==> src/hdl/shf_pkg.sv <==
`timescale 1ns / 1ps
`default_nettype none

package shf_pkg;

    localparam int MAX_ROW_WIDTH = 4096;
    localparam int PIXEL_BITS    = 16;
    localparam int LEN_W         = $clog2(MAX_ROW_WIDTH + 1);
    localparam int RQ_DEPTH      = 4;
    localparam int RQ_PTR_W      = $clog2(RQ_DEPTH);
    localparam int RQ_CNT_W      = $clog2(RQ_DEPTH + 1);

    typedef enum logic [0:0] {
        CFG_FILL_MODE    = 1'b0,
        CFG_INVALID_CODE = 1'b1
    } t_cfg_index;

    typedef struct packed {
        logic [PIXEL_BITS-1:0] pixel_value;
        logic                  row_end;
    } t_in_item;

    typedef struct packed {
        logic [PIXEL_BITS-1:0] fill_value;
        logic [LEN_W-1:0]      run_length;
        logic                  row_done;
    } t_out_item;

    // up to two runs per pixel, first slot always used first
    typedef struct packed {
        logic [1:0] vld;
        t_out_item  r0;
        t_out_item  r1;
    } t_res_pair;

    function automatic logic [LEN_W-1:0] cap_len(input logic [LEN_W:0] n);
        logic [LEN_W:0] lim;
        lim = (LEN_W + 1)'(MAX_ROW_WIDTH);
        cap_len = (n > lim) ? lim[LEN_W-1:0] : n[LEN_W-1:0];
    endfunction

endpackage

`default_nettype wire

==> src/hdl/shf_proc.sv <==
`timescale 1ns / 1ps
`default_nettype none

module shf_proc import shf_pkg::*; (
    input  wire logic                  i_clk,
    input  wire logic                  i_rst_n,
    input  wire logic                  i_adv,
    input  wire t_in_item              i_item,
    input  wire logic                  i_fill_mode,
    input  wire logic [PIXEL_BITS-1:0] i_invalid_code,
    output t_res_pair                  o_res
);

    logic [PIXEL_BITS-1:0] r_left_value, n_left_value;
    logic                  r_left_known, n_left_known;
    logic [LEN_W-1:0]      r_hole_count, n_hole_count;
    logic                  r_phase, n_phase;
    logic                  r_lead, n_lead;

    logic [PIXEL_BITS-1:0] v;
    logic [PIXEL_BITS-1:0] empty_code;
    logic [PIXEL_BITS-1:0] fill;
    logic                  is_hole;
    logic [LEN_W:0]        hc_ext;
    logic [LEN_W:0]        lead_ext;

    assign v          = i_item.pixel_value;
    assign empty_code = i_fill_mode ? '0 : '1;
    assign is_hole    = i_fill_mode ? (v == i_invalid_code) : (v <= i_invalid_code);
    assign hc_ext     = {1'b0, r_hole_count};
    assign lead_ext   = (LEN_W + 1)'(r_lead);

    always_comb begin
        if (!r_left_known) begin
            fill = v;
        end else if (i_fill_mode) begin
            fill = (r_left_value > v) ? r_left_value : v;
        end else begin
            fill = (r_left_value < v) ? r_left_value : v;
        end
    end

    always_comb begin
        n_left_value = r_left_value;
        n_left_known = r_left_known;
        n_hole_count = r_hole_count;
        n_phase      = r_phase;
        n_lead       = r_lead;
        o_res        = '0;

        if (i_item.row_end) begin
            o_res.vld           = 2'b01;
            o_res.r0.fill_value = r_left_known ? r_left_value : empty_code;
            o_res.r0.run_length = cap_len(hc_ext + lead_ext + (LEN_W + 1)'(1));
            o_res.r0.row_done   = 1'b1;
            n_left_value = '0;
            n_left_known = 1'b0;
            n_hole_count = '0;
            n_phase      = 1'b0;
            n_lead       = 1'b0;
        end else if (!r_phase) begin
            n_lead  = 1'b1;
            n_phase = 1'b1;
        end else if (is_hole) begin
            if (r_hole_count != LEN_W'(MAX_ROW_WIDTH)) begin
                n_hole_count = r_hole_count + LEN_W'(1);
            end
        end else begin
            if (r_hole_count != '0) begin
                // pending hole run goes out ahead of the pixel itself
                o_res.vld           = 2'b11;
                o_res.r0.fill_value = fill;
                o_res.r0.run_length = cap_len(hc_ext + lead_ext);
                o_res.r1.fill_value = v;
                o_res.r1.run_length = LEN_W'(1);
            end else begin
                o_res.vld           = 2'b01;
                o_res.r0.fill_value = v;
                o_res.r0.run_length = cap_len(lead_ext + (LEN_W + 1)'(1));
            end
            n_lead       = 1'b0;
            n_hole_count = '0;
            n_left_value = v;
            n_left_known = 1'b1;
        end
    end

    always_ff @(posedge i_clk) begin
        if (!i_rst_n) begin
            r_left_value <= '0;
            r_left_known <= 1'b0;
            r_hole_count <= '0;
            r_phase      <= 1'b0;
            r_lead       <= 1'b0;
        end else if (i_adv) begin
            r_left_value <= n_left_value;
            r_left_known <= n_left_known;
            r_hole_count <= n_hole_count;
            r_phase      <= n_phase;
            r_lead       <= n_lead;
        end
    end

endmodule

`default_nettype wire

==> src/hdl/shf_rq.sv <==
`timescale 1ns / 1ps
`default_nettype none

module shf_rq import shf_pkg::*; (
    input  wire logic      i_clk,
    input  wire logic      i_rst_n,
    input  wire logic      i_push,
    input  wire t_res_pair i_res,
    output logic           o_space,
    output logic           o_valid,
    output t_out_item      o_data,
    input  wire logic      i_ready
);

    t_out_item            r_mem [RQ_DEPTH];
    logic [RQ_PTR_W-1:0]  r_wp, n_wp;
    logic [RQ_PTR_W-1:0]  r_rp, n_rp;
    logic [RQ_CNT_W-1:0]  r_cnt, n_cnt;
    logic                 pop;
    logic [1:0]           n_push;
    logic [RQ_PTR_W-1:0]  wp1;

    assign o_valid = (r_cnt != '0);
    assign o_data  = r_mem[r_rp];
    assign pop     = o_valid && i_ready;
    // room for the worst case of two runs from one pixel
    assign o_space = (r_cnt <= RQ_CNT_W'(RQ_DEPTH - 2));
    assign n_push  = i_push ? (2'(i_res.vld[0]) + 2'(i_res.vld[1])) : 2'd0;
    assign wp1     = r_wp + RQ_PTR_W'(1);

    always_comb begin
        n_wp  = r_wp + RQ_PTR_W'(n_push);
        n_rp  = r_rp + RQ_PTR_W'(pop);
        n_cnt = r_cnt + RQ_CNT_W'(n_push) - RQ_CNT_W'(pop);
    end

    always_ff @(posedge i_clk) begin
        if (i_push && i_res.vld[0]) begin
            r_mem[r_wp] <= i_res.r0;
        end
        if (i_push && i_res.vld[1]) begin
            r_mem[wp1] <= i_res.r1;
        end
    end

    always_ff @(posedge i_clk) begin
        if (!i_rst_n) begin
            r_wp  <= '0;
            r_rp  <= '0;
            r_cnt <= '0;
        end else begin
            r_wp  <= n_wp;
            r_rp  <= n_rp;
            r_cnt <= n_cnt;
        end
    end

endmodule

`default_nettype wire

==> src/hdl/scanline_hole_fill_core.sv <==
`timescale 1ns / 1ps
`default_nettype none

// channel | direction | handshake                      | payload
// in      | in        | i_in_valid / o_in_ready        | i_in_data  (t_in_item)
// out     | out       | o_out_valid / i_out_ready      | o_out_data (t_out_item)
// cfg     | in        | i_cfg_valid / o_cfg_ready      | i_cfg_index, i_cfg_data
//
// One pixel per cycle while the queue has room: input register, then hole logic
// into a 4-entry run queue, which registers each run before it reaches the output.
// A pixel that closes a hole emits two runs; the queue's single read port
// drains one run per cycle when the sink is ready, so sustained rate is 1 pixel/cycle
// less those extra runs. Input stalls only when the queue lacks room for two runs.
// Synchronous active-low reset clears row state, queue and config registers.

module scanline_hole_fill_core import shf_pkg::*; (
    input  wire logic                  i_clk,
    input  wire logic                  i_rst_n,
    input  wire logic                  i_in_valid,
    output logic                       o_in_ready,
    input  wire t_in_item              i_in_data,
    output logic                       o_out_valid,
    input  wire logic                  i_out_ready,
    output t_out_item                  o_out_data,
    input  wire logic                  i_cfg_valid,
    output logic                       o_cfg_ready,
    input  wire t_cfg_index            i_cfg_index,
    input  wire logic [PIXEL_BITS-1:0] i_cfg_data
);

    logic                  r_fill_mode;
    logic [PIXEL_BITS-1:0] r_invalid_code;
    logic                  r_in_vld;
    t_in_item              r_in;
    logic                  space;
    logic                  adv;
    t_res_pair             res;

    // a held pixel is still processed under the settings it arrived with
    assign o_cfg_ready = !r_in_vld;
    assign adv         = r_in_vld && space;
    assign o_in_ready  = !r_in_vld || space;

    always_ff @(posedge i_clk) begin
        if (!i_rst_n) begin
            r_fill_mode    <= 1'b0;
            r_invalid_code <= '0;
        end else if (i_cfg_valid && o_cfg_ready) begin
            unique case (i_cfg_index)
                CFG_FILL_MODE:    r_fill_mode    <= i_cfg_data[0];
                CFG_INVALID_CODE: r_invalid_code <= i_cfg_data;
            endcase
        end
    end

    always_ff @(posedge i_clk) begin
        if (!i_rst_n) begin
            r_in_vld <= 1'b0;
        end else if (o_in_ready) begin
            r_in_vld <= i_in_valid;
        end
    end

    always_ff @(posedge i_clk) begin
        if (o_in_ready && i_in_valid) begin
            r_in <= i_in_data;
        end
    end

    shf_proc u_proc (
        .i_clk          (i_clk),
        .i_rst_n        (i_rst_n),
        .i_adv          (adv),
        .i_item         (r_in),
        .i_fill_mode    (r_fill_mode),
        .i_invalid_code (r_invalid_code),
        .o_res          (res)
    );

    shf_rq u_rq (
        .i_clk   (i_clk),
        .i_rst_n (i_rst_n),
        .i_push  (adv),
        .i_res   (res),
        .o_space (space),
        .o_valid (o_out_valid),
        .o_data  (o_out_data),
        .i_ready (i_out_ready)
    );

endmodule

`default_nettype wire

==> config.mk <==
export PLATFORM = sky130hd
export DESIGN_NAME = scanline_hole_fill_core
export DESIGN_NICKNAME = d
export VERILOG_FILES = /design/src/hdl/shf_pkg.sv /design/src/hdl/shf_proc.sv /design/src/hdl/shf_rq.sv /design/src/hdl/scanline_hole_fill_core.sv
export SDC_FILE = /design/constraint.sdc
export NUM_CORES = 1
export LEC_CHECK = 0
export BUFFER_PORTS_ARGS = -buffer_cell sky130_fd_sc_hd__buf_4
export CAP_MARGIN = 40
export CORE_AREA = 2 2 135 137
export CTS_CLUSTER_SIZE = 10
export DETAILED_ROUTE_END_ITERATION = 16
export DIE_AREA = 0 0 137 139
export GPL_ROUTABILITY_DRIVEN = 0
export PLACE_DENSITY = 0.92
export SLEW_MARGIN = 20
export SYNTH_ARGS = -nofsm -noshare
export SYNTH_HDL_FRONTEND = slang
export SYNTH_HIERARCHICAL = 1
export SYNTH_SLANG_ARGS = --single-unit
==> constraint.sdc <==
create_clock -name i_clk -period 8.2 [get_ports i_clk]
set_input_delay 1.64 -clock i_clk [delete_from_list [all_inputs] [get_ports i_clk]]
set_output_delay 1.64 -clock i_clk [all_outputs]
set_load 0.1 [all_outputs]
# Yosys cells after proc, flatten, opt, wreduce, memory -nomap -nowiden
# Memory sizes are Yosys's and may differ from the RTL's. A register that Yosys moved wholly into a read port is not among the register bits.
# Index checks and enable logic that the tools add are counted.
dict set report word_totals {
  ff_bits 74
  latchBits 0
  ramBits 120
  rom_bits 0
  inputBits 39
  output_inout_bits 33
  word_cells 92
  n_memories 1
}
dict set report op_classes {
  add_sub_neg 10
  n_mul 0
  div_mod_pow 0
  magnitude_cmp 7
  n_eq_ne 5
  n_shift 0
  mux 39
  bitwise_logic 1
  reduce_logical 16
}
# name words word_bits read_ports rd_clocked_by_memory_dff wr line
set memory_table {}
lappend memory_table {u_rq.r_mem 4 30 1 1 2 shf_rq.sv:15} ;# t_out_item r_mem [RQ_DEPTH];
# op count
set ops {}
lappend ops {{two-way mux 16 bit} 9}
lappend ops {{two-way mux 31 bit} 4}
lappend ops {{two-way mux 29 bit} 4}
lappend ops {{two-way mux 13 bit} 7}
lappend ops {{> comparator 14 x 13 -> 1 bit, second input constant} 3}
lappend ops {{== test 16 bit} 1}
lappend ops {{> comparator 16 bit} 1}
lappend ops {{<= comparator 16 bit} 1}
lappend ops {{< comparator 16 bit} 1}
lappend ops {{adder 13 x 1 -> 14 bit} 1}
lappend ops {{adder 14 x 1 -> 14 bit, second input constant} 1}
lappend ops {{adder 13 x 1 -> 13 bit, second input constant} 1}
lappend ops {{two-way mux 1 bit} 13}
lappend ops {{!= test 13 bit, second input constant} 1}
lappend ops {{nonzero test 13 bit} 1}
lappend ops {{logical AND 1 bit} 6}
lappend ops {{!= test 3 bit, second input constant} 2}
lappend ops {{AND reduction 2 bit} 3}
lappend ops {{AND reduction 3 bit} 2}
lappend ops {{two-way mux 2 bit} 2}
lappend ops {{adder 3 x 2 -> 3 bit} 1}
lappend ops {{<= comparator 3 x 2 -> 1 bit, second input constant} 1}
lappend ops {{nonzero test 3 bit} 1}
lappend ops {{subtractor 3 x 1 -> 3 bit} 1}
lappend ops {{10 further kinds} 10}

# Longest topological paths before layout
# Gate-level depths: netlist of the first run.
dict set report depth {
  word_depth 12
  mapped_depth 18
  ltp_nobuf 18
}

# By module
# Netlist of the first run, hierarchy kept.
# mod instances cells_each area_each_um2 seq_area_each_um2
set by_module_without_submodules {}
lappend by_module_without_submodules {shf_rq 1 345 6206.0 3743.6}
lappend by_module_without_submodules {shf_proc 1 487 3706.1 640.6}
lappend by_module_without_submodules {scanline_hole_fill_core 1 99 1266.2 870.8}

# Least setup slack after synthesis of the first run
# Ideal clock, no wire load.
dict set report synth_path {
  kind {register -> register}
  start {reg r_in[2] (netlist bit)}
  end {mem u_rq/r_mem[1][0] (netlist bit), enable pin}
  setup_time_ns 0.417
  arrival_ns 3.703
  required_time_ns 7.783
  slack_ns 4.080
  path_stages_with_launch 11
  path_buffers 1
  period_less_slack_ns 4.120
  path_cell_list {edfxtp_1 > ha_1 > nor2b_1 > o211ai_1 > a2111oi_0 > nor4_4 > nor2_1 > buf_4 > mux2_2 > nand2_1 > nor2_1}
}
# item line
set synth_lines {}
lappend synth_lines {{from (decl)} scanline_hole_fill_core.sv:34} ;# t_in_item r_in;
lappend synth_lines {{from (signal assigned)} scanline_hole_fill_core.sv:66} ;# r_in <= i_in_data;
lappend synth_lines {{to (decl)} shf_rq.sv:15}

==> results.py, run 1 <==
metrics = {
    "global_routing": {
        "grt_max_degree": 56,
        "grt-ovfl-total": 0,
        "grt_util_all_layers": 0.282,
        "antenna_found_initial": 0,
        "grt_pass1_wl_um": 41400,
        "grt_pass1_vias": 7862,
    },
    "final_layout": {
        "area_delta_synth_final_pct": 11.1,
        "antenna_cells": 0,
        "fillCellCount": 1149,
        "drive_gt1_frac": 0.287,
        "nets": 1060,
    },
    "worst_setup_path": {
        "rrSetupSlack_ns": 3.53,
        "cp_slowest_stage_delay_ns": 0.58,
        "r2r_start": "u_proc/r_hole_count[0]$_SDFFE_PN0P_",
        "start_kind": "register",
        "crit_chain": "ha_1 -> ha_1 -> nand3_1 -> or3_1 -> xor2_1 -> or2_0 -> nor4_2 -> mux2i_1 -> a41o_1 -> nand2_4 -> o31ai_1 -> mux2_2",
        "cp-end-kind": "register",
        "crit_family": "simple AND/OR/NAND/NOR gates",
        "cpMostUsedCell": "ha_1",
        "crit_fanout": 11,
        "crit_path_top_delay_cell": "o31ai_1",
        "crit_start": "u_proc/r_hole_count[0]$_SDFFE_PN0P_",
        "path_class": "reg2reg",
        "cp.arrival_ns": 4.98,
        "cp_data_required_time_ns": 8.51,
        "critPathBufInv": 0,
    },
    "yosys": {
        "postSynthCellCount": 931,
        "synth-main-ff-cell": "edfxtp_1",
        "synth_seq_cells": 194,
        "yosys_warnings": 6,
        "avgSynthCellArea_um2": 12.0,
        "synth_edf_count": 137,
        "ys_types": 80,
        "synth_area_um2": 11200,
        "synth-seq-area-share": 0.470,
        "async_reset_ff_frac": 0,
        "synth.area.top_cells": "edfxtp_1, mux2_2, dfxtp_1, mux4_2, ha_1",
        "synth_top_area_share": 0.368,
        "synth_top_cell_by_area": "edfxtp_1",
    },
    "status": {
        "outcome": "complete, no violations",
    },
    "power": {
        "p_leak_nw": 4.60,
        "ir_worst_vdd_mv": 0.206,
        "cellPowerDensity_nw_per_um2": 244,
        "total_power_mw": 3.03,
    },
    "detailed_routing": {
        "firstDrtPassIters": 5,
        "routedWlPerCell_um": 21.5,
        "drtIter0Drc": 890,
        "via_per_inst": 6.55,
        "wl_um": 26200,
        "vias": 7984,
        "drtAntennaViolNets": 0,
        "drc": 0,
    },
    "cts": {
        "cts_resized": 0,
        "cts_tree": "yes",
        "clk_latency_ns": 0.44,
        "clk_pin_slew_worst_paths_ns": 0.07,
        "cts_post_setup_buffers_inserted": 0,
        "clockBufferDepth": 2,
        "cts_root_buf": "clkbuf_16",
        "cts_hold_buf": 0,
        "tritoncts_num_sinks": 194,
        "cts_max_level": 4,
        "cts_made_buffers": 17,
    },
    "floorplan": {
        "die_w_um": 137,
        "core_um2": 17700,
        "start_util": 0.633,
        "die_y_um": 139,
        "placementRows": 49,
        "io-pin-count": 72,
        "dieArea_um2": 19000,
    },
    "timing": {
        "setup_tns_ns": 0,
        "period_share": 0.570,
        "relSlewSlack": 0.420,
        "tightest_slew_ns": 0.867,
        "max_freq_mhz": 214,
        "setup-violations-final": 0,
        "rsz0062_at_grt": "no",
        "holdWs_ns": 0.461,
        "final.min_clock_period_ns": 4.67,
        "drv_slew": 0,
        "hold_violations": 0,
        "fin_skew_ns": 0.0123,
    },
    "hold_path": {
        "hp-class": "reg2reg",
        "worstHoldStart": "r_invalid_code[6]$_SDFFE_PN0P_",
    },
    "place": {
        "dpl.hpwl_um": 16000,
        "numPortBuffers": 71,
    },
    "flow_run": {
        "max_cap_viol_count": 0,
    },
}
## synth_stat cells (all sizes together) (13+ instances only)
library cell	count
inv	47
nand2	74
mux2i	20
a22o	15
o21ai	22
a221o	16
dfxtp	57
clkbuf	15
buf	57
mux2	122
mux4	30
edfxtp	137
nor3	24
xor2	13
nand4	15
ha	43
xnor2	25
nor2	30
nand3	22
a21oi	13
and2	15
## worst register-to-register path, delay by kind of cell (launching register included)
family          cells  cell delay [ns]
simple gates        5             1.69
compound gates      2             0.80
mux                 2             0.79
fa+ha+maj           2             0.59
flops               1             0.44
xor+xnor            1             0.23
## final cells by class
cell class / count / area [um2] / area share
Clock buffer: 19 / 443 / 0.0357
Clock inverter: 13 / 180 / 0.0145
Inverter: 48 / 180 / 0.0145
Multi-Input combinational cell: 629 / 5400 / 0.435
Sequential cell: 194 / 5260 / 0.423
Tap cell: 229 / 287 / 0.0231
Timing Repair Buffer: 87 / 672 / 0.0541
## cell usage in the layout, fill, tap and decap left out, types with 4 or more instances in the layout
| cell type | count |
|---|---|
| nand4b_1 | 6 |
| edfxtp_1 | 137 |
| xnor2_1 | 25 |
| xor2_1 | 13 |
| or3_1 | 5 |
| nor3b_1 | 5 |
| buf_4 | 83 |
| inv_1 | 47 |
| a21o_1 | 9 |
| ha_1 | 43 |
| nand3_1 | 21 |
| dfxtp_1 | 56 |
| nand2_1 | 73 |
| o21ai_0 | 18 |
| nor2_1 | 29 |
| a221o_1 | 16 |
| o22ai_1 | 10 |
| nor3_1 | 23 |
| o31ai_1 | 11 |
| nand2b_1 | 4 |
| and2_1 | 14 |
| mux2_2 | 120 |
| a22o_1 | 15 |
| a21oi_1 | 13 |
| clkbuf_16 | 17 |
| conb_1 | 13 |
| mux2i_1 | 20 |
| nor4_1 | 6 |
| nor2b_1 | 8 |
| mux4_2 | 30 |
| nand4_1 | 15 |
## through the flow
stage / cells / setup WS (ns) / utilization / instance area [um2]
2_1_floorplan: 943 / 4.08 / - / 11200
3_3_place_gp: 1183 / 3.88 / 0.665 / 11700
3_5_place_dp: 1186 / 3.71 / 0.667 / 11800
4_1_cts: 1218 / 3.60 / 0.702 / 12400
5_1_grt: 1219 / 3.29 / 0.703 / 12400
6_report: 1219 / 3.53 / 0.703 / 12400
## logic make-up (layout without fill, tap and decap cells)
family,after synthesis,count (layout),share of synthesized area
AOI/OAI and AO/OA,129,129,0.0861
buffers and inverters,120,167,0.0520
DFF,194,194,0.470
and+or+nand+nor,232,232,0.110
xor gates and xnor gates,38,38,0.0298
adders and majority gates,45,45,0.0508
other,1,13,0.000335
muxes,172,172,0.201
## where the power goes
group          internal [mW]  leakage [nW]  switching, mW
clock network          0.496         0.300          0.384
registers               1.10          1.72         0.0323
logic                  0.298          2.58          0.716
total                   1.89          4.60           1.13
## layer usage
layer,GRT usage,vias up,part of all wire
met5,0,-,0
met4,0.0993,0,0.029
met3,0.0588,85,0.085
met2,0.439,502,0.47
met1,0.392,3829,0.42
li1,-,3568,-
## sequential cells by signal, indices dropped and copies added (netlist names)
signal	flops
u_rq/r_rp	2
u_proc/r_phase	1
u_rq/r_mem	120
u_rq/r_wp	2
r_in_vld	1
u_proc/r_lead	1
r_fill_mode	1
u_rq/r_cnt	3
u_proc/r_hole_count	13
u_proc/r_left_known	1
u_proc/r_left_value	16
r_invalid_code	16
r_in	17
## final timing paths
path / cells after the start / to
max: 12 / u_rq/r_mem[2][12]$_DFFE_PP_
min reg2reg: 2 / r_invalid_code[6]$_SDFFE_PN0P_
max reg2reg: 12 / u_rq/r_mem[2][12]$_DFFE_PP_
min: 2 / r_invalid_code[6]$_SDFFE_PN0P_
(Power assumes the default switching activity.)
==> run 2, diff against run 1 <==
--- a/config.mk
+++ b/config.mk
@@ -5,14 +5,15 @@
 export SDC_FILE = /design/constraint.sdc
 export NUM_CORES = 1
 export LEC_CHECK = 0
+export ABC_AREA = 1
 export BUFFER_PORTS_ARGS = -buffer_cell sky130_fd_sc_hd__buf_4
 export CAP_MARGIN = 40
-export CORE_AREA = 2 2 135 137
+export CORE_AREA = 2 2 150 152
 export CTS_CLUSTER_SIZE = 10
 export DETAILED_ROUTE_END_ITERATION = 16
-export DIE_AREA = 0 0 137 139
+export DIE_AREA = 0 0 152 154
 export GPL_ROUTABILITY_DRIVEN = 0
-export PLACE_DENSITY = 0.92
+export PLACE_DENSITY = 0.85
 export SLEW_MARGIN = 20
 export SYNTH_ARGS = -nofsm -noshare
 export SYNTH_HDL_FRONTEND = slang
==> constraint.sdc (replaced) <==
create_clock -name i_clk -period 3.76 [get_ports i_clk]
set_input_delay 0.752 -clock i_clk [delete_from_list [all_inputs] [get_ports i_clk]]
set_output_delay 0.752 -clock i_clk [all_outputs]
set_load 0.1 [all_outputs]
==> run 2 against run 1 <==
- critical endpoint is now u_rq/r_mem[2][23]$_DFFE_PP_
- clock power rose by 110%
- critical path type unchanged
- sequential power rose by 120%
- sequential share of layout area down 2.5 points
- die area up 23%
==> results.py, run 2 <==
metrics = {
    "status": {
        "outcome": "complete, no violations",
    },
    "power": {
        "cellPowerDensity_nw_per_um2": 525,
        "p_leak_nw": 5.42,
        "ir_worst_vdd_mv": 0.351,
    },
    "cts": {
        "cts_tree": "yes",
        "cts_post_setup_buffers_inserted": 0,
        "cts_root_buf": "clkbuf_16",
        "clk_latency_ns": 0.44,
        "clockBufferDepth": 2,
        "cts_max_level": 4,
        "tritoncts_num_sinks": 194,
        "clk_pin_slew_worst_paths_ns": 0.08,
        "cts_made_buffers": 17,
        "cts_hold_buf": 0,
    },
    "worst_setup_path": {
        "cp_data_required_time_ns": 3.90,
        "critPathBufInv": 3,
        "crit_chain": "ha_1 -> nand2_1 -> inv_1 -> nand3_1 -> nor3_1 -> nand2_1 -> nand3_1 -> nand2_2 -> nor2_2 -> inv_1 -> nand2_1 -> nand2_1 -> o31ai_4 -> buf_12",
        "cp-end-kind": "register",
        "cpMostUsedCell": "nand2_1",
        "rrSetupSlack_ns": 0.23,
        "crit_fanout": 17,
        "cp_slowest_stage_delay_ns": 0.77,
        "r2r-end": "u_rq/r_mem[2][23]$_DFFE_PP_",
        "cp.arrival_ns": 3.67,
        "start_kind": "register",
        "path_class": "reg2reg",
        "crit_family": "simple AND/OR/NAND/NOR gates",
        "r2r_start": "r_in[16]$_DFFE_PP_",
        "crit_path_top_delay_cell": "o31ai_4",
        "reg2reg_depth": 14,
    },
    "floorplan": {
        "die_w_um": 152,
        "dieArea_um2": 23400,
        "io-pin-count": 72,
        "placementRows": 54,
        "start_util": 0.555,
        "core_um2": 21700,
        "die_y_um": 154,
    },
    "yosys": {
        "synth-main-ff-cell": "edfxtp_1",
        "postSynthCellCount": 1523,
        "ys_types": 42,
        "yosys_warnings": 6,
        "async_reset_ff_frac": 0,
        "ys_top_cells_by_count": "nand2_1, nor2_1, o21ai_0",
        "synth_most_common_cell": "nand2_1",
        "synth_seq_cells": 194,
        "synth_area_um2": 12000,
        "synth_top_area_share": 0.342,
        "synth_edf_count": 137,
        "avgSynthCellArea_um2": 7.91,
        "synth.area.top_cells": "edfxtp_1, nand2_1, dfxtp_1, o21ai_0, nor2_1",
        "synth-seq-area-share": 0.436,
        "synth_top_cell_by_area": "edfxtp_1",
    },
    "place": {
        "dpl.hpwl_um": 19300,
        "numPortBuffers": 71,
        "place_inst": 1820,
        "dp_slack_ns": 0.0603,
    },
    "timing": {
        "fin_skew_ns": 0.00904,
        "rsz0062_at_grt": "no",
        "setup_ws_ns": 0.226,
        "tightest_slew_ns": 0.858,
        "max_freq_mhz": 283,
        "setup-violations-final": 0,
        "final.min_clock_period_ns": 3.53,
        "drv_slew": 0,
        "period_share": 0.940,
        "relSlewSlack": 0.428,
        "hold_violations": 0,
    },
    "flow_run": {
        "max_cap_viol_count": 0,
    },
    "detailed_routing": {
        "routedWlPerCell_um": 15.4,
        "drc": 0,
        "firstDrtPassIters": 7,
        "drtAntennaViolNets": 0,
        "wl_um": 28500,
        "drtIter0Drc": 1124,
        "vias": 10400,
        "via_per_inst": 5.62,
    },
    "final_layout": {
        "most-common-layout-cells": "nand2_1, nor2_1, o21ai_0",
        "nets": 1643,
        "drive_gt1_frac": 0.160,
        "antenna_cells": 0,
        "largestRegisters": "u_rq/r_mem x120, r_in x17",
        "area_delta_synth_final_pct": 9.63,
        "finalNonFillerCells": 1853,
        "largest_register_ffs": 120,
        "top_register": "u_rq/r_mem",
        "layout_commonest_cell": "nand2_1",
    },
    "global_routing": {
        "grt_pass1_wl_um": 46900,
        "grt_util_all_layers": 0.243,
        "grt_max_degree": 63,
        "grt_pass1_vias": 9852,
        "antenna_found_initial": 0,
        "grt-ovfl-total": 0,
    },
    "hold_path": {
        "hp-class": "in2reg",
        "whs_path_depth": 1,
        "worstHoldStart": "i_in_data[7]",
        "whs_endpoint": "r_in[7]$_DFFE_PP_",
    },
}
## run 2: changes by cell type in the layout (fill, tap and decap cells not counted), moves of 30 or more
cell,previous run,this run
nand2_1,73,385
nor2_1,29,179
mux2_2,120,0
o21ai_0,18,138
inv_1,47,137
o21ai_2,1,58
nand3_1,21,66
o21ai_1,3,46
mux4_2,30,0
## run 2: cells by family (layout without fill, tap and decap cells)
| kind of cell | Yosys count | after routing | share of synthesized area |
|---|---|---|---|
| other cells | 1 | 13 | 0.000311 |
| compound gates | 315 | 315 | 0.154 |
| fa+ha+maj | 44 | 44 | 0.0463 |
| flops | 194 | 194 | 0.436 |
| xor+xnor | 11 | 11 | 0.00800 |
| simple gates | 717 | 717 | 0.254 |
| buf+inv | 241 | 279 | 0.101 |
## run 2: how the worst max path moves through the flow
stage | from | to | slack [ns] | depth (start not counted)
after floorplan | r_in[16]$_DFFE_PP_ | u_rq/r_mem[0][0]$_DFFE_PP_ | -0.74 | 13
after global placement | r_in[16]$_DFFE_PP_ | u_rq/r_mem[1][6]$_DFFE_PP_ | 0.24 | 14
after detailed placement | r_in[16]$_DFFE_PP_ | u_rq/r_mem[1][3]$_DFFE_PP_ | 0.06 | 14
after CTS | r_in[16]$_DFFE_PP_ | u_rq/r_mem[1][1]$_DFFE_PP_ | 0.02 | 14
after global routing | r_in[14]$_DFFE_PP_ | u_rq/r_cnt[2]$_SDFF_PN0_ | 0.002 | 21
final | r_in[16]$_DFFE_PP_ | u_rq/r_mem[2][23]$_DFFE_PP_ | 0.23 | 14
## run 2: area by class of cell
| cell class | instances | area, um2 |
|---|---|---|
| Multi-Input combinational cell | 1100 | 5680 |
| Timing Repair Buffer | 97 | 757 |
| Clock inverter | 12 | 113 |
| Clock buffer | 20 | 479 |
| Inverter | 150 | 568 |
| Fill cell | 1782 | 8480 |
| Sequential cell | 194 | 5260 |
| Tap cell | 280 | 350 |
## run 2: per-layer routing
layer  share of wire  wire [um]  global-route usage
met5               0          0                   0
met4           0.020        566              0.0912
met1            0.43      12300               0.324
met3           0.075       2150              0.0403
met2            0.47      13500               0.399
## run 2: timing repair
action,in CTS,in global routing
resized for setup,0,4
setup endpoints to repair,0,71
endpoints found under the hold margin,0,0
## run 2: worst register-to-register path, stage by stage (launching register included)
cell and delay (ns):
edfxtp_1 0.41, ha_1 0.32, nand2_1 0.06, inv_1 0.07, nand3_1 0.14, nor3_1 0.24, nand2_1 0.12, nand3_1 0.14
nand2_2 0.11, nor2_2 0.15, inv_1 0.10, nand2_1 0.09, nand2_1 0.25, o31ai_4 0.77, buf_12 0.27
## run 2: power breakdown
| part | internal (mW) | switching, mW |
|---|---|---|
| clock | 0.955 | 0.850 |
| sequential | 2.43 | 0.0739 |
| combinational | 0.597 | 2.02 |
| total | 3.98 | 2.95 |
## run 2: per-stage QoR
step / TNS, ns / util / cell area [um2] / hold slack (ns) / power (mW)
global placement: 0 / 0.580 / 12600 / 0.470 / 5.07
detailed placement: 0 / 0.580 / 12600 / 0.479 / 5.12
CTS: 0 / 0.607 / 13200 / 0.472 / 6.91
finish: 0 / 0.609 / 13200 / 0.487 / 6.93
global route: 0 / 0.609 / 13200 / 0.467 / 7.22
floorplan: -84.75 / - / 12100 / 0.456 / 4.57
